File: src/rtl/dtb100_pkg.sv
// shared types, constants and codes of the decimal text to base-100 parser
// used by dtb100_step, dtb100_outq and decimal_text_to_base100_parser
package dtb100_pkg;

	// default depth of the result queue, a power of two, at least 2
	localparam int DTB_OQ_DEPTH = 4;

	// register reset values
	localparam logic [8:0] MAX_MANT_RESET = 9'd511;
	localparam logic [9:0] MAX_EXP_RESET  = 10'd1023;

	// register index decoded from paddr[2]
	localparam logic REG_MAX_MANT = 1'b0;
	localparam logic REG_MAX_EXP  = 1'b1;

	// status codes of the summary
	localparam logic [2:0] ST_OK      = 3'd0;
	localparam logic [2:0] ST_ZERO    = 3'd1;
	localparam logic [2:0] ST_EMPTY   = 3'd2;
	localparam logic [2:0] ST_INVALID = 3'd3;
	localparam logic [2:0] ST_BADEXP  = 3'd4;
	localparam logic [2:0] ST_BADMANT = 3'd5;
	localparam logic [2:0] ERR_NONE   = 3'd0;

	// result kinds
	localparam logic KIND_BYTE    = 1'b0;
	localparam logic KIND_SUMMARY = 1'b1;

	// characters
	localparam logic [7:0] CH_SPACE = 8'h20;
	localparam logic [7:0] CH_TAB   = 8'h09;
	localparam logic [7:0] CH_PLUS  = 8'h2B;
	localparam logic [7:0] CH_MINUS = 8'h2D;
	localparam logic [7:0] CH_POINT = 8'h2E;
	localparam logic [7:0] CH_ZERO  = 8'h30;
	localparam logic [7:0] CH_NINE  = 8'h39;
	localparam logic [7:0] CH_UP_E  = 8'h45;
	localparam logic [7:0] CH_LO_E  = 8'h65;

	// mantissa exponent limits
	localparam logic signed [11:0] MEXP_FLOOR = -12'sd2048;
	localparam logic signed [11:0] MEXP_CEIL  = 12'sd2047;

	// parser phase, one-hot
	typedef enum logic [7:0] {
		PH_START  = 8'b0000_0001,
		PH_LEAD   = 8'b0000_0010,
		PH_SIGN   = 8'b0000_0100,
		PH_MANT   = 8'b0000_1000,
		PH_ESTART = 8'b0001_0000,
		PH_ESIGN  = 8'b0010_0000,
		PH_EDIG   = 8'b0100_0000,
		PH_TRAIL  = 8'b1000_0000
	} phase_t;

	// running state of one string
	typedef struct packed {
		phase_t             phase;
		logic               minus_seen;
		logic               point_seen;
		logic               sig_seen;
		logic [6:0]         pair_value;
		logic [1:0]         pair_digits;
		logic [9:0]         bytes_done;
		logic [9:0]         last_nonzero;
		logic signed [11:0] mant_exp;
		logic [13:0]        exp_value;
		logic               exp_minus;
		logic [2:0]         error_code;
	} run_t;

	localparam run_t RUN_CLEAR = '{
		phase: PH_START, minus_seen: 1'b0, point_seen: 1'b0, sig_seen: 1'b0,
		pair_value: 7'd0, pair_digits: 2'd0, bytes_done: 10'd0,
		last_nonzero: 10'd0, mant_exp: 12'sd0, exp_value: 14'd0,
		exp_minus: 1'b0, error_code: ERR_NONE
	};

	// one input item
	typedef struct packed {
		logic [7:0] character;
		logic       char_present;
		logic       last_char;
	} item_t;

	// one result item
	typedef struct packed {
		logic        kind;
		logic [8:0]  byte_index;
		logic [6:0]  digit_pair;
		logic        end_of_run;
		logic [2:0]  status;
		logic        negative;
		logic [10:0] exponent;
		logic [9:0]  mantissa_length;
	} result_t;

	// results of one item: an optional mantissa byte, then an optional summary
	typedef struct packed {
		logic    byte_v;
		result_t byte_r;
		logic    sum_v;
		result_t sum_r;
	} res_pair_t;

endpackage

File: src/rtl/decimal_text_to_base100_parser.sv
// top level of the decimal text to base-100 parser
// depends on dtb100_pkg, dtb100_step and dtb100_outq
//
// an accepted character is held in the input register and worked on once the queue has room;
// its results are then written into the result queue, whose non-empty state drives m_tvalid
// throughput: one character per cycle; an item causes at most two results and the single
// output port takes one per cycle, s_tready drops while fewer than two queue slots are free
// reset: arst_n clears the run state, the queue pointers and the input stage, and
// sets max_mantissa_bytes to 511 and max_exponent to 1023
module decimal_text_to_base100_parser import dtb100_pkg::*; #(
	parameter int OQ_DEPTH = DTB_OQ_DEPTH
) (
	input  logic        clk,
	input  logic        arst_n,
	// input characters
	input  logic        s_tvalid,
	output logic        s_tready,
	input  logic [7:0]  s_tdata,   // [7:0] character
	input  logic        s_tuser,   // [0] char_present
	input  logic        s_tlast,   // last_char
	// results
	output logic        m_tvalid,
	input  logic        m_tready,
	// [8:0] byte_index, [15:9] digit_pair, [18:16] status, [19] negative,
	// [30:20] exponent, [40:31] mantissa_length, [47:41] zero
	output logic [47:0] m_tdata,
	output logic        m_tuser,   // [0] kind
	output logic        m_tlast,   // end_of_run
	// configuration
	input  logic        psel,
	input  logic        penable,
	input  logic        pwrite,
	input  logic [2:0]  paddr,
	input  logic [31:0] pwdata,
	output logic [31:0] prdata,
	output logic        pready
);

	// configuration registers
	logic [8:0] max_mant_q;
	logic [9:0] max_exp_q;
	logic       cfg_wr;

	// input stage
	logic       valid_s1;
	item_t      item_s1;

	// run state and per-item results
	run_t       run_q;
	run_t       run_next;
	res_pair_t  res;
	res_pair_t  push;
	logic       room;
	logic       advance;
	result_t    head;

	// ---------------- configuration port ----------------
	assign pready = 1'b1;
	assign cfg_wr = psel && penable && pwrite && pready;

	always_ff @(posedge clk or negedge arst_n) begin
		if (!arst_n) begin
			max_mant_q <= MAX_MANT_RESET;
			max_exp_q  <= MAX_EXP_RESET;
		end else if (cfg_wr) begin
			unique case (paddr[2])
				REG_MAX_MANT: max_mant_q <= pwdata[8:0];
				REG_MAX_EXP:  max_exp_q  <= pwdata[9:0];
				default: ;
			endcase
		end
	end

	always_comb begin
		unique case (paddr[2])
			REG_MAX_MANT: prdata = {23'd0, max_mant_q};
			REG_MAX_EXP:  prdata = {22'd0, max_exp_q};
			default:      prdata = '0;
		endcase
	end

	// ---------------- input register ----------------
	// the held item is worked on once the queue can take both of its results
	assign advance  = valid_s1 && room;
	assign s_tready = !valid_s1 || advance;

	always_ff @(posedge clk or negedge arst_n) begin
		if (!arst_n) valid_s1 <= 1'b0;
		else if (s_tready) valid_s1 <= s_tvalid;
	end

	always_ff @(posedge clk) begin
		if (s_tvalid && s_tready) begin
			item_s1.character    <= s_tdata;
			item_s1.char_present <= s_tuser;
			item_s1.last_char    <= s_tlast;
		end
	end

	// ---------------- character step ----------------
	dtb100_step u_step (
		.st       (run_q),
		.item     (item_s1),
		.max_mant (max_mant_q),
		.max_exp  (max_exp_q),
		.ns       (run_next),
		.res      (res)
	);

	always_ff @(posedge clk or negedge arst_n) begin
		if (!arst_n) run_q <= RUN_CLEAR;
		else if (advance) run_q <= run_next;
	end

	// results only enter the queue for a transaction being worked on
	always_comb begin
		push        = res;
		push.byte_v = res.byte_v && advance;
		push.sum_v  = res.sum_v && advance;
	end

	// ---------------- result queue ----------------
	dtb100_outq #(.DEPTH(OQ_DEPTH)) u_outq (
		.clk       (clk),
		.arst_n    (arst_n),
		.push      (push),
		.has_room  (room),
		.out_valid (m_tvalid),
		.out_ready (m_tready),
		.out_data  (head)
	);

	assign m_tdata = {7'd0, head.mantissa_length, head.exponent, head.negative,
		head.status, head.digit_pair, head.byte_index};
	assign m_tuser = head.kind;
	assign m_tlast = head.end_of_run;

	// ---------------- assertions ----------------
	// a finished string always leaves a summary waiting
	a_summary_out: assert property (@(posedge clk) disable iff (!arst_n)
		advance && item_s1.last_char |=> m_tvalid)
		else $error("no result after end of string");

	// end of string returns the run to its start
	a_run_clear: assert property (@(posedge clk) disable iff (!arst_n)
		advance && item_s1.last_char |=> run_q.phase == PH_START
			&& run_q.bytes_done == 10'd0 && run_q.error_code == ERR_NONE)
		else $error("run state not cleared after end of string");

	// once an error is latched no mantissa byte is produced
	a_err_quiet: assert property (@(posedge clk) disable iff (!arst_n)
		advance && run_q.error_code != ERR_NONE |-> !res.byte_v)
		else $error("mantissa byte after error");

endmodule

File: src/rtl/dtb100_step.sv
// next-state and result logic for one character of the parser
// depends on dtb100_pkg
module dtb100_step import dtb100_pkg::*; (
	input  run_t       st,
	input  item_t      item,
	input  logic [8:0] max_mant,
	input  logic [9:0] max_exp,
	output run_t       ns,
	output res_pair_t  res
);

	always_comb begin
		logic [7:0]         c;
		logic [3:0]         d;
		logic               is_blank;
		logic               is_digit;
		logic               do_mant;
		logic               do_edig;
		logic [9:0]         prior_bytes;
		logic [16:0]        ev_next;
		logic [16:0]        ev_lim;
		logic signed [14:0] total;
		logic signed [14:0] lim;
		logic [6:0]         pad;

		c        = item.character;
		d        = c[3:0];
		is_blank = (c == CH_SPACE) || (c == CH_TAB);
		is_digit = (c >= CH_ZERO) && (c <= CH_NINE);
		do_mant  = 1'b0;
		do_edig  = 1'b0;
		prior_bytes = '0;
		ev_next  = '0;
		ev_lim   = '0;
		total    = '0;
		lim      = '0;
		pad      = '0;
		ns       = st;
		res      = '0;

		if (item.char_present && st.error_code == ERR_NONE) begin
			unique case (st.phase)
				PH_START, PH_LEAD: begin
					if (is_blank) ns.phase = PH_LEAD;
					else if (c == CH_PLUS) ns.phase = PH_SIGN;
					else if (c == CH_MINUS) begin
						ns.minus_seen = 1'b1;
						ns.phase      = PH_SIGN;
					end else do_mant = 1'b1;
				end
				PH_SIGN: begin
					if (is_blank) ns.error_code = ST_INVALID;
					else do_mant = 1'b1;
				end
				PH_MANT: do_mant = 1'b1;
				PH_ESTART: begin
					if (c == CH_PLUS || c == CH_MINUS) begin
						ns.exp_minus = (c == CH_MINUS);
						ns.phase     = PH_ESIGN;
					end else if (is_digit) do_edig = 1'b1;
					else ns.error_code = ST_INVALID;
				end
				PH_ESIGN: begin
					if (is_digit) do_edig = 1'b1;
					else ns.error_code = ST_INVALID;
				end
				PH_EDIG: begin
					if (is_digit) do_edig = 1'b1;
					else if (is_blank) ns.phase = PH_TRAIL;
					else ns.error_code = ST_INVALID;
				end
				PH_TRAIL: begin
					if (!is_blank) ns.error_code = ST_INVALID;
				end
				default: ns.phase = PH_START;
			endcase

			// mantissa character
			if (do_mant) begin
				ns.phase = PH_MANT;
				if (c == CH_UP_E || c == CH_LO_E) ns.phase = PH_ESTART;
				else if (c == CH_POINT) begin
					if (ns.point_seen) ns.error_code = ST_INVALID;
					else begin
						ns.point_seen = 1'b1;
						if (!ns.sig_seen) ns.mant_exp = -12'sd1;
					end
				end else if (is_digit) begin
					// the pair that this digit belongs to
					prior_bytes = ns.bytes_done;
					if (ns.pair_digits == 2'd0 && ns.bytes_done != 10'd0)
						prior_bytes = ns.bytes_done - 10'd1;
					if (!ns.sig_seen && !ns.point_seen && d == 4'd0) begin
						// leading zero before the point
					end else if (prior_bytes >= {1'b0, max_mant}) begin
						ns.error_code = ST_BADMANT;
					end else if (!ns.sig_seen && d == 4'd0) begin
						// zero after the point before the first significant digit
						if (ns.mant_exp != MEXP_FLOOR) ns.mant_exp = ns.mant_exp - 12'sd1;
					end else begin
						if (!ns.point_seen && ns.sig_seen && ns.mant_exp != MEXP_CEIL)
							ns.mant_exp = ns.mant_exp + 12'sd1;
						ns.sig_seen    = 1'b1;
						ns.pair_value  = {ns.pair_value[3:0], 3'b000}
							+ {ns.pair_value[5:0], 1'b0} + {3'b000, d};
						ns.pair_digits = ns.pair_digits + 2'd1;
						if (ns.pair_digits == 2'd2) begin
							res.byte_v            = 1'b1;
							res.byte_r.kind       = KIND_BYTE;
							res.byte_r.byte_index = ns.bytes_done[8:0];
							res.byte_r.digit_pair = ns.pair_value;
							if (ns.pair_value != 7'd0) ns.last_nonzero = ns.bytes_done + 10'd1;
							ns.bytes_done  = ns.bytes_done + 10'd1;
							ns.pair_value  = 7'd0;
							ns.pair_digits = 2'd0;
						end
					end
				end else if (is_blank) ns.phase = PH_TRAIL;
				else ns.error_code = ST_INVALID;
			end

			// exponent digit
			if (do_edig) begin
				ns.phase = PH_EDIG;
				ev_next  = {ns.exp_value, 3'b000} + {2'b00, ns.exp_value, 1'b0}
					+ {13'd0, d};
				ev_lim   = {4'd0, max_exp, 3'b000} + {6'd0, max_exp, 1'b0};
				if (ev_next > ev_lim) ns.error_code = ST_BADEXP;
				else ns.exp_value = ev_next[13:0];
			end
		end

		// end of string: summary, then back to a clear run
		if (item.last_char) begin
			res.sum_v          = 1'b1;
			res.sum_r.kind     = KIND_SUMMARY;
			res.sum_r.end_of_run = 1'b1;
			if (ns.error_code != ERR_NONE) res.sum_r.status = ns.error_code;
			else if (ns.phase == PH_START) res.sum_r.status = ST_EMPTY;
			else if (ns.phase == PH_LEAD || ns.phase == PH_SIGN
				|| ns.phase == PH_ESTART || ns.phase == PH_ESIGN)
				res.sum_r.status = ST_INVALID;
			else if (!ns.sig_seen) begin
				res.sum_r.status   = ST_ZERO;
				res.sum_r.negative = ns.minus_seen;
			end else begin
				// odd final digit gets a zero units digit
				if (ns.pair_digits != 2'd0) begin
					pad                   = {ns.pair_value[3:0], 3'b000}
						+ {ns.pair_value[5:0], 1'b0};
					res.byte_v            = 1'b1;
					res.byte_r.kind       = KIND_BYTE;
					res.byte_r.byte_index = ns.bytes_done[8:0];
					res.byte_r.digit_pair = pad;
					if (pad != 7'd0) ns.last_nonzero = ns.bytes_done + 10'd1;
				end
				lim = $signed({5'd0, max_exp});
				if (ns.exp_minus)
					total = $signed({{3{ns.mant_exp[11]}}, ns.mant_exp})
						- $signed({1'b0, ns.exp_value});
				else
					total = $signed({{3{ns.mant_exp[11]}}, ns.mant_exp})
						+ $signed({1'b0, ns.exp_value});
				if (ns.mant_exp == MEXP_FLOOR || total > lim || total < -lim)
					res.sum_r.status = ST_BADEXP;
				else begin
					res.sum_r.status          = ST_OK;
					res.sum_r.negative        = ns.minus_seen;
					res.sum_r.exponent        = total[10:0];
					res.sum_r.mantissa_length = ns.last_nonzero;
				end
			end
			ns = RUN_CLEAR;
		end
	end

endmodule

File: src/rtl/dtb100_outq.sv
// result queue: takes up to two results a cycle, hands out one a cycle while out_ready is high
// depends on dtb100_pkg
module dtb100_outq import dtb100_pkg::*; #(
	parameter int DEPTH = DTB_OQ_DEPTH
) (
	input  logic      clk,
	input  logic      arst_n,
	input  res_pair_t push,
	output logic      has_room,
	output logic      out_valid,
	input  logic      out_ready,
	output result_t   out_data
);

	localparam int AW = $clog2(DEPTH);

	result_t        mem [DEPTH];
	logic [AW-1:0]  wptr_q;
	logic [AW-1:0]  rptr_q;
	logic [AW:0]    count_q;
	logic [AW:0]    n_push;
	logic           pop;

	assign n_push    = (AW+1)'(push.byte_v) + (AW+1)'(push.sum_v);
	assign out_valid = (count_q != '0);
	assign pop       = out_valid && out_ready;
	// room for the two results one item can cause
	assign has_room  = (count_q <= (AW+1)'(DEPTH - 2));

	always_ff @(posedge clk) begin
		if (push.byte_v) mem[wptr_q] <= push.byte_r;
		if (push.sum_v) mem[wptr_q + AW'(push.byte_v)] <= push.sum_r;
	end

	always_ff @(posedge clk or negedge arst_n) begin
		if (!arst_n) begin
			wptr_q  <= '0;
			rptr_q  <= '0;
			count_q <= '0;
		end else begin
			wptr_q  <= wptr_q + n_push[AW-1:0];
			if (pop) rptr_q <= rptr_q + AW'(1);
			count_q <= count_q + n_push - (AW+1)'(pop);
		end
	end

	assign out_data = mem[rptr_q];

endmodule

File: config.mk
export PLATFORM = sky130hd
export DESIGN_NAME = decimal_text_to_base100_parser
export DESIGN_NICKNAME = d
export VERILOG_FILES = /design/src/rtl/dtb100_pkg.sv /design/src/rtl/decimal_text_to_base100_parser.sv /design/src/rtl/dtb100_step.sv /design/src/rtl/dtb100_outq.sv
export SDC_FILE = /design/constraint.sdc
export NUM_CORES = 1
export LEC_CHECK = 0
export BUFFER_PORTS_ARGS = -buffer_cell sky130_fd_sc_hd__buf_2
export CORE_ASPECT_RATIO = 1.75
export CORE_MARGIN = 4
export CORE_UTILIZATION = 60
export DETAILED_ROUTE_END_ITERATION = 10
export GPL_TIMING_DRIVEN = 1
export HOLD_SLACK_MARGIN = 0.12
export PLACE_DENSITY = 0.81
export RECOVER_POWER = 50
export SLEW_MARGIN = 20
export SYNTH_ARGS = -nofsm -noshare
export SYNTH_HDL_FRONTEND = slang
export SYNTH_HIERARCHICAL = 1
export SYNTH_SLANG_ARGS = --single-unit
File: constraint.sdc
create_clock -name clk -period 25 [get_ports clk]
set_input_delay 2.5 -clock clk [delete_from_list [all_inputs] [get_ports clk]]
set_output_delay 2.5 -clock clk [all_outputs]
set_load 0.01 [all_outputs]
==> results of run 1 <==
routing by layer:
metal  part of all wire (%)  GRT usage, %
met1                     37          30.7
met2                     54          50.6
met3                    4.2          2.42
met4                    4.8          12.4
met5                      0             0
state kept, by name, indices dropped and copies added (netlist names):
| name | flops |
|---|---|
| u_outq/rptr_q | 2 |
| u_outq/count_q | 3 |
| u_outq/mem | 172 |
| item_s1 | 10 |
| max_exp_q | 10 |
| u_outq/wptr_q | 2 |
| valid_s1 | 1 |
| max_mant_q | 9 |
| run_q | 69 |
layout make-up:
class / count / area share [%]
multi-input cells: 1483 / 54.6
flip-flops and latches: 278 / 35.4
clock buffers: 35 / 3.30
well taps: 465 / 2.61
repair buffers: 104 / 2.15
inverters: 89 / 1.50
clock inverters: 13 / 0.493
layout by cell type, fill, tap and decap left out, types with 11 or more instances in the layout:
cell,count
inv_1,89
mux2i_1,28
edfxtp_1,182
mux2_2,162
nand2b_1,18
nor3_1,31
buf_2,26
xor2_1,45
ha_1,123
a31oi_1,17
buf_4,15
o21ai_0,61
mux4_2,43
nor4_1,26
nor2b_1,19
nand3_1,47
mux2_4,60
and2_0,14
clkbuf_1,68
clkbuf_16,27
dfstp_2,20
nand2_1,92
and3_1,18
or2_2,13
nor2_1,148
nand4_1,25
conb_1,73
dfrtp_1,74
a21o_1,21
a21oi_1,82
xnor2_1,62
mux2_1,49
or3_1,11
o31ai_1,11
o211ai_1,14
how the worst max path moves through the flow:
| stage | start | endpoint | depth (start not counted) |
|---|---|---|---|
| global placement | item_s1[5] | u_outq/mem[1][21] | 40 |
| floorplan | run_q[6] | u_outq/mem[2][9] | 44 |
| CTS | item_s1[5] | u_outq/mem[3][21] | 40 |
| detailed placement | item_s1[5] | u_outq/mem[1][21] | 40 |
| global route | item_s1[5] | u_outq/mem[1][21] | 42 |
| finish | item_s1[5] | u_outq/mem[3][21] | 42 |
critical path, delay by kind of cell (launching register included):
kind                     cells  cell delay (ns)
buffers and inverters        5             1.32
XOR/XNOR                     3             0.86
multiplexers                 2             0.77
AND/OR/NAND/NOR             12             3.39
flip-flops                   1             0.57
AO/OA/AOI/OAI               15             3.61
adder cells (fa/ha/maj)      5             1.79
report_power, final:
| group | switching (W) | internal [W] | total, W |
|---|---|---|---|
| Sequential | 0.0000391 | 0.000564 | 0.000603 |
| Clock | 0.000179 | 0.000219 | 0.000398 |
| Combinational | 0.000372 | 0.000275 | 0.000647 |
| Total | 0.000590 | 0.00106 | 0.00165 |
through the flow:
step / instance area, µm² / setup slack, ns / util [%]
after global placement: 21800 / 13.10 / 61.8
after CTS: 22700 / 13.35 / 64.2
after floorplan: 21700 / 15.69 / -
after detailed placement: 21800 / 13.42 / 61.9
after global routing: 22300 / 11.80 / 63.3
final: 22300 / 12.55 / 63.3
==> impl_metrics.json, run 1 <==
{
  "outcome": "finished with violations",
  "failed_checks": "capacitance limit, slew limit",
  "whs_endpoint": "u_outq/count_q[2]",
  "wire_per_inst_um": 21.5,
  "core-area_um2": 35300,
  "grt_pass1_vias": 16200,
  "crit_arrival_ns": 12.86,
  "slew_headroom_pct": -203,
  "cts.clk_slew.worst_paths_ns": 0.07,
  "gr-total-overflow": 0,
  "cts_max_path_buffers": 3,
  "yosys_warnings": 6,
  "antenna_found_initial": 0,
  "worstSetupPathType": "reg -> reg",
  "clk_latency_ns": 0.56,
  "wirelength_um": 53000,
  "path_max_fanout": 21,
  "initial_core_util_pct": 60.7,
  "reg2reg_to": "u_outq/mem[3][21]",
  "startpoint_type": "flop",
  "io_buffers": 82,
  "grt_max_degree": 79,
  "dp_cells": 2419,
  "critPathCaptureType": "flop",
  "row_count": 91,
  "final-seq-area_um2": 7900,
  "place_hpwl_um": 37400,
  "fin_crit_sh_pct": 49.8,
  "die_x_um": 151,
  "slowest_stage": "nor4b_1",
  "setup_tns_ns": 0,
  "ctsHoldBuffers": 0,
  "syn_area_um2": 21400,
  "grt_use_total_pct": 27.1,
  "vias_per_cell": 6.30,
  "cts_setup_buffers": 0,
  "hold_viol_final": 0,
  "cts_tree": "done",
  "ctsHtreeMaxLevel": 1,
  "worstMarginPinSlew_ns": 4.54,
  "slowest_delay_ns": 1.07,
  "cts_buffers": 26,
  "ir_worst_vdd_v": 0.0000550,
  "clock-sinks": 278,
  "layout_min_cycle_time_ns": 12.45,
  "drt_iter0_drc": 1025,
  "syn_inst": 1955,
  "r2r_cells": 42,
  "antenna_left": 0,
  "die_h_um": 258,
  "synth.avg_cell_area_um2": 11.0,
  "grt_pass1_wl_um": 84800,
  "boundaryPins": 137,
  "vias": 15500,
  "root_buffer": "clkbuf_16",
  "min_path_cells": 1,
  "drive_gt1_share_pct": 20.0,
  "fillCellCount": 2869,
  "p_total_w": 0.00165,
  "rsz0062_at_grt": "no",
  "p_leak_nw": 9.31,
  "multiInputGateArea_um2": 12200,
  "power-per-cell-area_nw_per_um2": 73.8,
  "slew_viol_final": 279,
  "dieArea_um2": 38900,
  "hold_path.startpoint": "u_outq/count_q[2]",
  "reg2reg_from": "item_s1[5]",
  "maxCapViolCount": 6,
  "min_path_type": "reg -> reg",
  "areaGrowthSynthToFinish_pct": 4.22,
  "crit_top_cell": "a21oi_1",
  "antenna_cells": 0,
  "final_cells": 2467,
  "drc_errors": 0,
  "setup_viol": 0,
  "gp_congestion": 0.937,
  "firstDrtPassIters": 6,
  "worstPathRequired_ns": 25.41,
  "fin_nets": 2165,
  "clock_skew_ns": 0.0355,
  "finalHoldWorstSlack_ns": 0.502,
  "r2r_setup_slack_ns": 12.55,
  "max_freq_mhz": 80.3,
  "cts_resized": 0
}
(Power assumes the default switching activity.)
==> inputs of run 2 (changes only) <==
Clock period 25 ns to 12.6 ns, I/O delays scaled along.
==> run 2 against run 1 <==
- fmax increased by 5.8%
- clock-buffer cell count decreased by 1
- first-iteration DRC count decreased by 2.0%
- largest cell class unchanged
- largest power group unchanged
- the run still ends with capacitance limit, slew limit left
==> impl_metrics.json, run 2 (synthesis results as in run 1) <==
{
  "cts_tree": "done",
  "gr-total-overflow": 0,
  "slowest_delay_ns": 0.95,
  "ctsHtreeMaxLevel": 1,
  "slew_viol_final": 283,
  "cts.clk_slew.worst_paths_ns": 0.07,
  "rsz0062_at_grt": "no",
  "layout_commonest_cell": "edfxtp_1",
  "crit_top_cell": "a21oi_1",
  "ir_worst_vdd_v": 0.000100,
  "cts_setup_buffers": 0,
  "drive_gt1_share_pct": 20.0,
  "dieArea_um2": 38900,
  "max_freq_mhz": 85.0,
  "cp_num_buf_inv": 5,
  "place_hpwl_um": 38300,
  "wire_per_inst_um": 21.7,
  "wirelength_um": 53600,
  "core-area_um2": 35300,
  "power-per-cell-area_nw_per_um2": 146,
  "startpoint_type": "flop",
  "clk_latency_ns": 0.56,
  "worstSetupPathType": "reg -> reg",
  "antenna_found_initial": 0,
  "fin_crit_sh_pct": 93.4,
  "antenna_cells": 0,
  "die_x_um": 151,
  "areaGrowthSynthToFinish_pct": 4.25,
  "regMostFlops": "u_outq/mem",
  "grt_pass1_wl_um": 86000,
  "grt_pass1_vias": 16400,
  "hold_viol_final": 0,
  "crit_arrival_ns": 12.18,
  "outcome": "finished with violations",
  "largest_reg_flops": 172,
  "final_cell_mix": "edfxtp_1, mux2_2, nor2_1",
  "slew_headroom_pct": -109,
  "die_h_um": 258,
  "p_leak_nw": 9.33,
  "worstPathRequired_ns": 13.01,
  "io_buffers": 82,
  "grt_use_total_pct": 27.4,
  "path_max_fanout": 9,
  "cts_buffers": 26,
  "root_buffer": "clkbuf_16",
  "setup_tns_ns": 0,
  "failed_checks": "capacitance limit, slew limit",
  "worstMarginPinSlew_ns": 3.14,
  "grt_max_degree": 68,
  "cts_resized": 0,
  "maxCapViolCount": 7,
  "critPathCaptureType": "flop",
  "cts_max_path_buffers": 3,
  "initial_core_util_pct": 60.7,
  "fin_nets": 2168,
  "row_count": 91,
  "boundaryPins": 137,
  "setup_viol": 0,
  "drt_iter0_drc": 1005,
  "gp_congestion": 0.929,
  "fillCellCount": 2897,
  "firstDrtPassIters": 6,
  "critPathTopFamily": "compound AO/OA/AOI/OAI gates",
  "slowest_stage": "nor4_1",
  "antenna_left": 0,
  "vias_per_cell": 6.38,
  "ctsHoldBuffers": 0,
  "utilization_pct": 63.3,
  "vias": 15700,
  "min_path_type": "reg -> reg",
  "top_regs": "u_outq/mem x172, run_q x69",
  "clock_skew_ns": 0.0278,
  "layout_min_cycle_time_ns": 11.77,
  "clock-sinks": 278,
  "drc_errors": 0
}
run 2: changes by cell type in the layout (fill, tap and decap cells not counted), moves of 2 or more:
cell        before  now
mux2_1          49   54
mux2_4          60   55
and2_0          14   11
and2_1           7   10
buf_4           15   18
clkinv_4         1    4
clkinvlp_4       4    2
run 2: worst register-to-register path: cells and delay by family (launching register included):
family | cells | cell delay [ns]
compound gates | 18 | 4.97
mux | 1 | 0.33
buf+inv | 5 | 0.70
flops | 1 | 0.54
fa+ha+maj | 6 | 2.14
simple gates | 9 | 2.43
xor+xnor | 2 | 0.52
run 2: cell type report:
| cell class | instances | area [µm²] | area share (%) |
|---|---|---|---|
| Tap cell | 465 | 582 | 2.61 |
| Timing Repair Buffer | 107 | 502 | 2.25 |
| Clock inverter | 14 | 125 | 0.560 |
| Sequential cell | 278 | 7900 | 35.4 |
| Inverter | 89 | 334 | 1.50 |
| Multi-Input combinational cell | 1483 | 12200 | 54.5 |
| Clock buffer | 34 | 732 | 3.28 |
run 2: through the flow:
step,total power [W],cells,hold WS [ns],cell area [µm²],setup WS [ns]
floorplan,0.00219,2025,0.462,21700,3.29
global placement,0.00249,2422,0.480,21800,1.61
detailed placement,0.00253,2422,0.499,21800,1.26
CTS,0.00333,2470,0.512,22700,1.19
global route,0.00344,2470,0.520,22300,0.293
finish,0.00326,2470,0.505,22300,0.832
run 2: worst paths after layout:
check                                 from                 to  slack (ns)  cells past startpoint
worst max-delay path            item_s1[5]  u_outq/mem[3][21]        0.83                     41
worst min-delay path             run_q[37]          run_q[37]        0.51                      1
worst max register to register  item_s1[5]  u_outq/mem[3][21]        0.83                     41
worst min register to register   run_q[37]          run_q[37]        0.51                      1
max in group asynchronous           arst_n   u_outq/rptr_q[0]        7.04                      2
min in group asynchronous           arst_n          run_q[69]        1.64                      1
run 2: metal layers:
metal	track usage, %	routed length, µm	share of wire, %	vias up
met5	0	0	0	-
met4	13.3	2760	5.2	0
met3	2.41	2300	4.3	164
met2	51.6	29300	55	562
met1	30.3	19300	36	7851
li1	-	-	-	7170
run 2: power by group:
| group | internal, W | switching, W | leakage [nW] |
|---|---|---|---|
| clock | 0.000436 | 0.000363 | 0.417 |
| sequential | 0.00112 | 0.0000773 | 2.89 |
| combinational | 0.000537 | 0.000733 | 6.02 |
| total | 0.00209 | 0.00117 | 9.33 |
==> inputs of run 3 (changes only) <==
Settings changed: CTS_BUF_LIST set to sky130_fd_sc_hd__clkbuf_8, SETUP_SLACK_MARGIN set to 0.15.
==> run 3 against run 2 <==
- the flow still finishes with violations (capacitance limit, slew limit)
- critical path depth is the same
- global-route usage is essentially flat
- sequential share of layout area grew 0.20 points
- core utilization shrank 0.36 points
- cell count grew 0.93%
- die area is the same
- via count shrank 0.41%
- hold slack gained 0.0015 ns
- register-to-register slack lost 0.09 ns
- sequential cell count is the same
- first-iteration DRC count shrank 1.3%
- critical path type unchanged
- largest cell class unchanged
- highest routed layer unchanged
==> impl_metrics.json, run 3 (synthesis results as in run 1) <==
{
  "outcome": "finished with violations",
  "failed_checks": "capacitance limit, slew limit",
  "ctsHoldBuffers": 0,
  "vias_per_cell": 6.29,
  "grt_pass1_vias": 16400,
  "dieArea_um2": 38900,
  "core-area_um2": 35300,
  "antenna_left": 0,
  "io_buffers": 82,
  "wirelength_um": 53700,
  "firstDrtPassIters": 8,
  "startpoint_type": "flop",
  "multiInputGateArea_um2": 12200,
  "max_freq_mhz": 84.3,
  "worstMarginPinSlew_ns": 3.12,
  "wire_per_inst_um": 21.6,
  "largest_reg_flops": 172,
  "slew_headroom_pct": -108,
  "root_buffer": "clkbuf_8",
  "clock-sinks": 278,
  "final-seq-area_um2": 7900,
  "worstPathRequired_ns": 13.00,
  "areaGrowthSynthToFinish_pct": 3.66,
  "row_count": 91,
  "p_total_w": 0.00315,
  "reg2reg_to": "u_outq/mem[3][21]",
  "fin_crit_sh_pct": 94.1,
  "vias": 15700,
  "power-per-cell-area_nw_per_um2": 142,
  "cts.clk_slew.worst_paths_ns": 0.07,
  "setup_viol": 0,
  "layout_setup_ws_ns": 0.739,
  "gp_congestion": 0.929,
  "rsz0062_at_grt": "no",
  "p_leak_nw": 9.35,
  "grt_use_total_pct": 27.4,
  "endpoint": "u_outq/mem[3][21]",
  "crit_path_start": "item_s1[5]",
  "fin_nets": 2182,
  "pre_cts_ws_ns": 1.26,
  "die_h_um": 258,
  "setup_tns_ns": 0,
  "clk_latency_ns": 0.56,
  "cts_tree": "done",
  "critPathTopFamily": "compound AO/OA/AOI/OAI gates",
  "ir_worst_vdd_v": 0.000109,
  "layout_commonest_cell": "edfxtp_1",
  "crit_top_cell": "a21oi_1",
  "cts_setup_buffers": 0,
  "critical_path_depth": 41,
  "place_hpwl_um": 38300,
  "cts_buffers": 40,
  "slowest_stage": "nor4_1",
  "hold_viol_final": 0,
  "grt_pass1_wl_um": 86000,
  "crit_arrival_ns": 12.26,
  "die_x_um": 151,
  "cts_max_path_buffers": 3,
  "slew_viol_final": 283,
  "antenna_found_initial": 1,
  "layout_min_cycle_time_ns": 11.86,
  "cts_resized": 0,
  "initial_core_util_pct": 60.7,
  "drt_iter0_drc": 992,
  "min_path_type": "reg -> reg",
  "r2r_cells": 41,
  "reg2reg_from": "item_s1[5]",
  "gr-total-overflow": 0,
  "ctsHtreeMaxLevel": 2,
  "drive_gt1_share_pct": 20.1,
  "drc_errors": 0,
  "maxCapViolCount": 7,
  "grt_max_degree": 68,
  "critPathCaptureType": "flop",
  "top_regs": "u_outq/mem x172, run_q x69",
  "path_max_fanout": 9,
  "fillCellCount": 2932,
  "utilization_pct": 62.9,
  "cp_num_buf_inv": 5,
  "worstSetupPathType": "reg -> reg",
  "clock_skew_ns": 0.0245,
  "slowest_delay_ns": 0.98,
  "boundaryPins": 137,
  "regMostFlops": "u_outq/mem",
  "final_cell_mix": "edfxtp_1, mux2_2, nor2_1",
  "r2r_setup_slack_ns": 0.74
}
run 3: final cells by class:
cell class / count / share of cell area, %
Clock buffer: 42 / 2.60
Sequential cell: 278 / 35.6
Inverter: 89 / 1.50
Clock inverter: 28 / 0.676
Timing Repair Buffer: 107 / 2.26
Antenna cell: 1 / 0.0113
Tap cell: 465 / 2.62
Multi-Input combinational cell: 1483 / 54.8
run 3: worst min-delay path by stage:
stage                                 start                end  slack, ns  cells after the start
after global placement    u_outq/count_q[2]  u_outq/count_q[2]       0.48                      1
after CTS                 u_outq/count_q[2]  u_outq/count_q[2]       0.51                      1
after floorplan           u_outq/count_q[2]  u_outq/count_q[2]       0.46                      1
final                             run_q[34]          run_q[34]       0.51                      1
after detailed placement  u_outq/count_q[2]  u_outq/count_q[2]       0.50                      1
after global routing              run_q[32]          run_q[32]       0.52                      1
run 3: metal layers:
metal / global-route usage, % / part of all wire (%) / vias up
met4: 14.0 / 5.3 / 0
met2: 51.3 / 54 / 542
met5: 0 / 0 / -
met1: 30.0 / 36 / 7785
met3: 2.74 / 4.2 / 164
li1: - / - / 7192
run 3: power breakdown:
group	internal (W)	switching (W)	total, W	leakage (nW)
registers	0.00112	0.0000774	0.00120	2.89
clock network	0.000331	0.000352	0.000683	0.438
logic	0.000538	0.000736	0.00127	6.02
total	0.00199	0.00117	0.00315	9.35
run 3: stage by stage:
| step | instances | cell area, µm² | hold slack [ns] |
|---|---|---|---|
| 6_report | 2493 | 22200 | 0.507 |
| 5_1_grt | 2493 | 22200 | 0.520 |
| 4_1_cts | 2492 | 22600 | 0.512 |
| 3_5_place_dp | 2422 | 21800 | 0.499 |
| 3_3_place_gp | 2422 | 21800 | 0.480 |
| 2_1_floorplan | 2025 | 21700 | 0.462 |
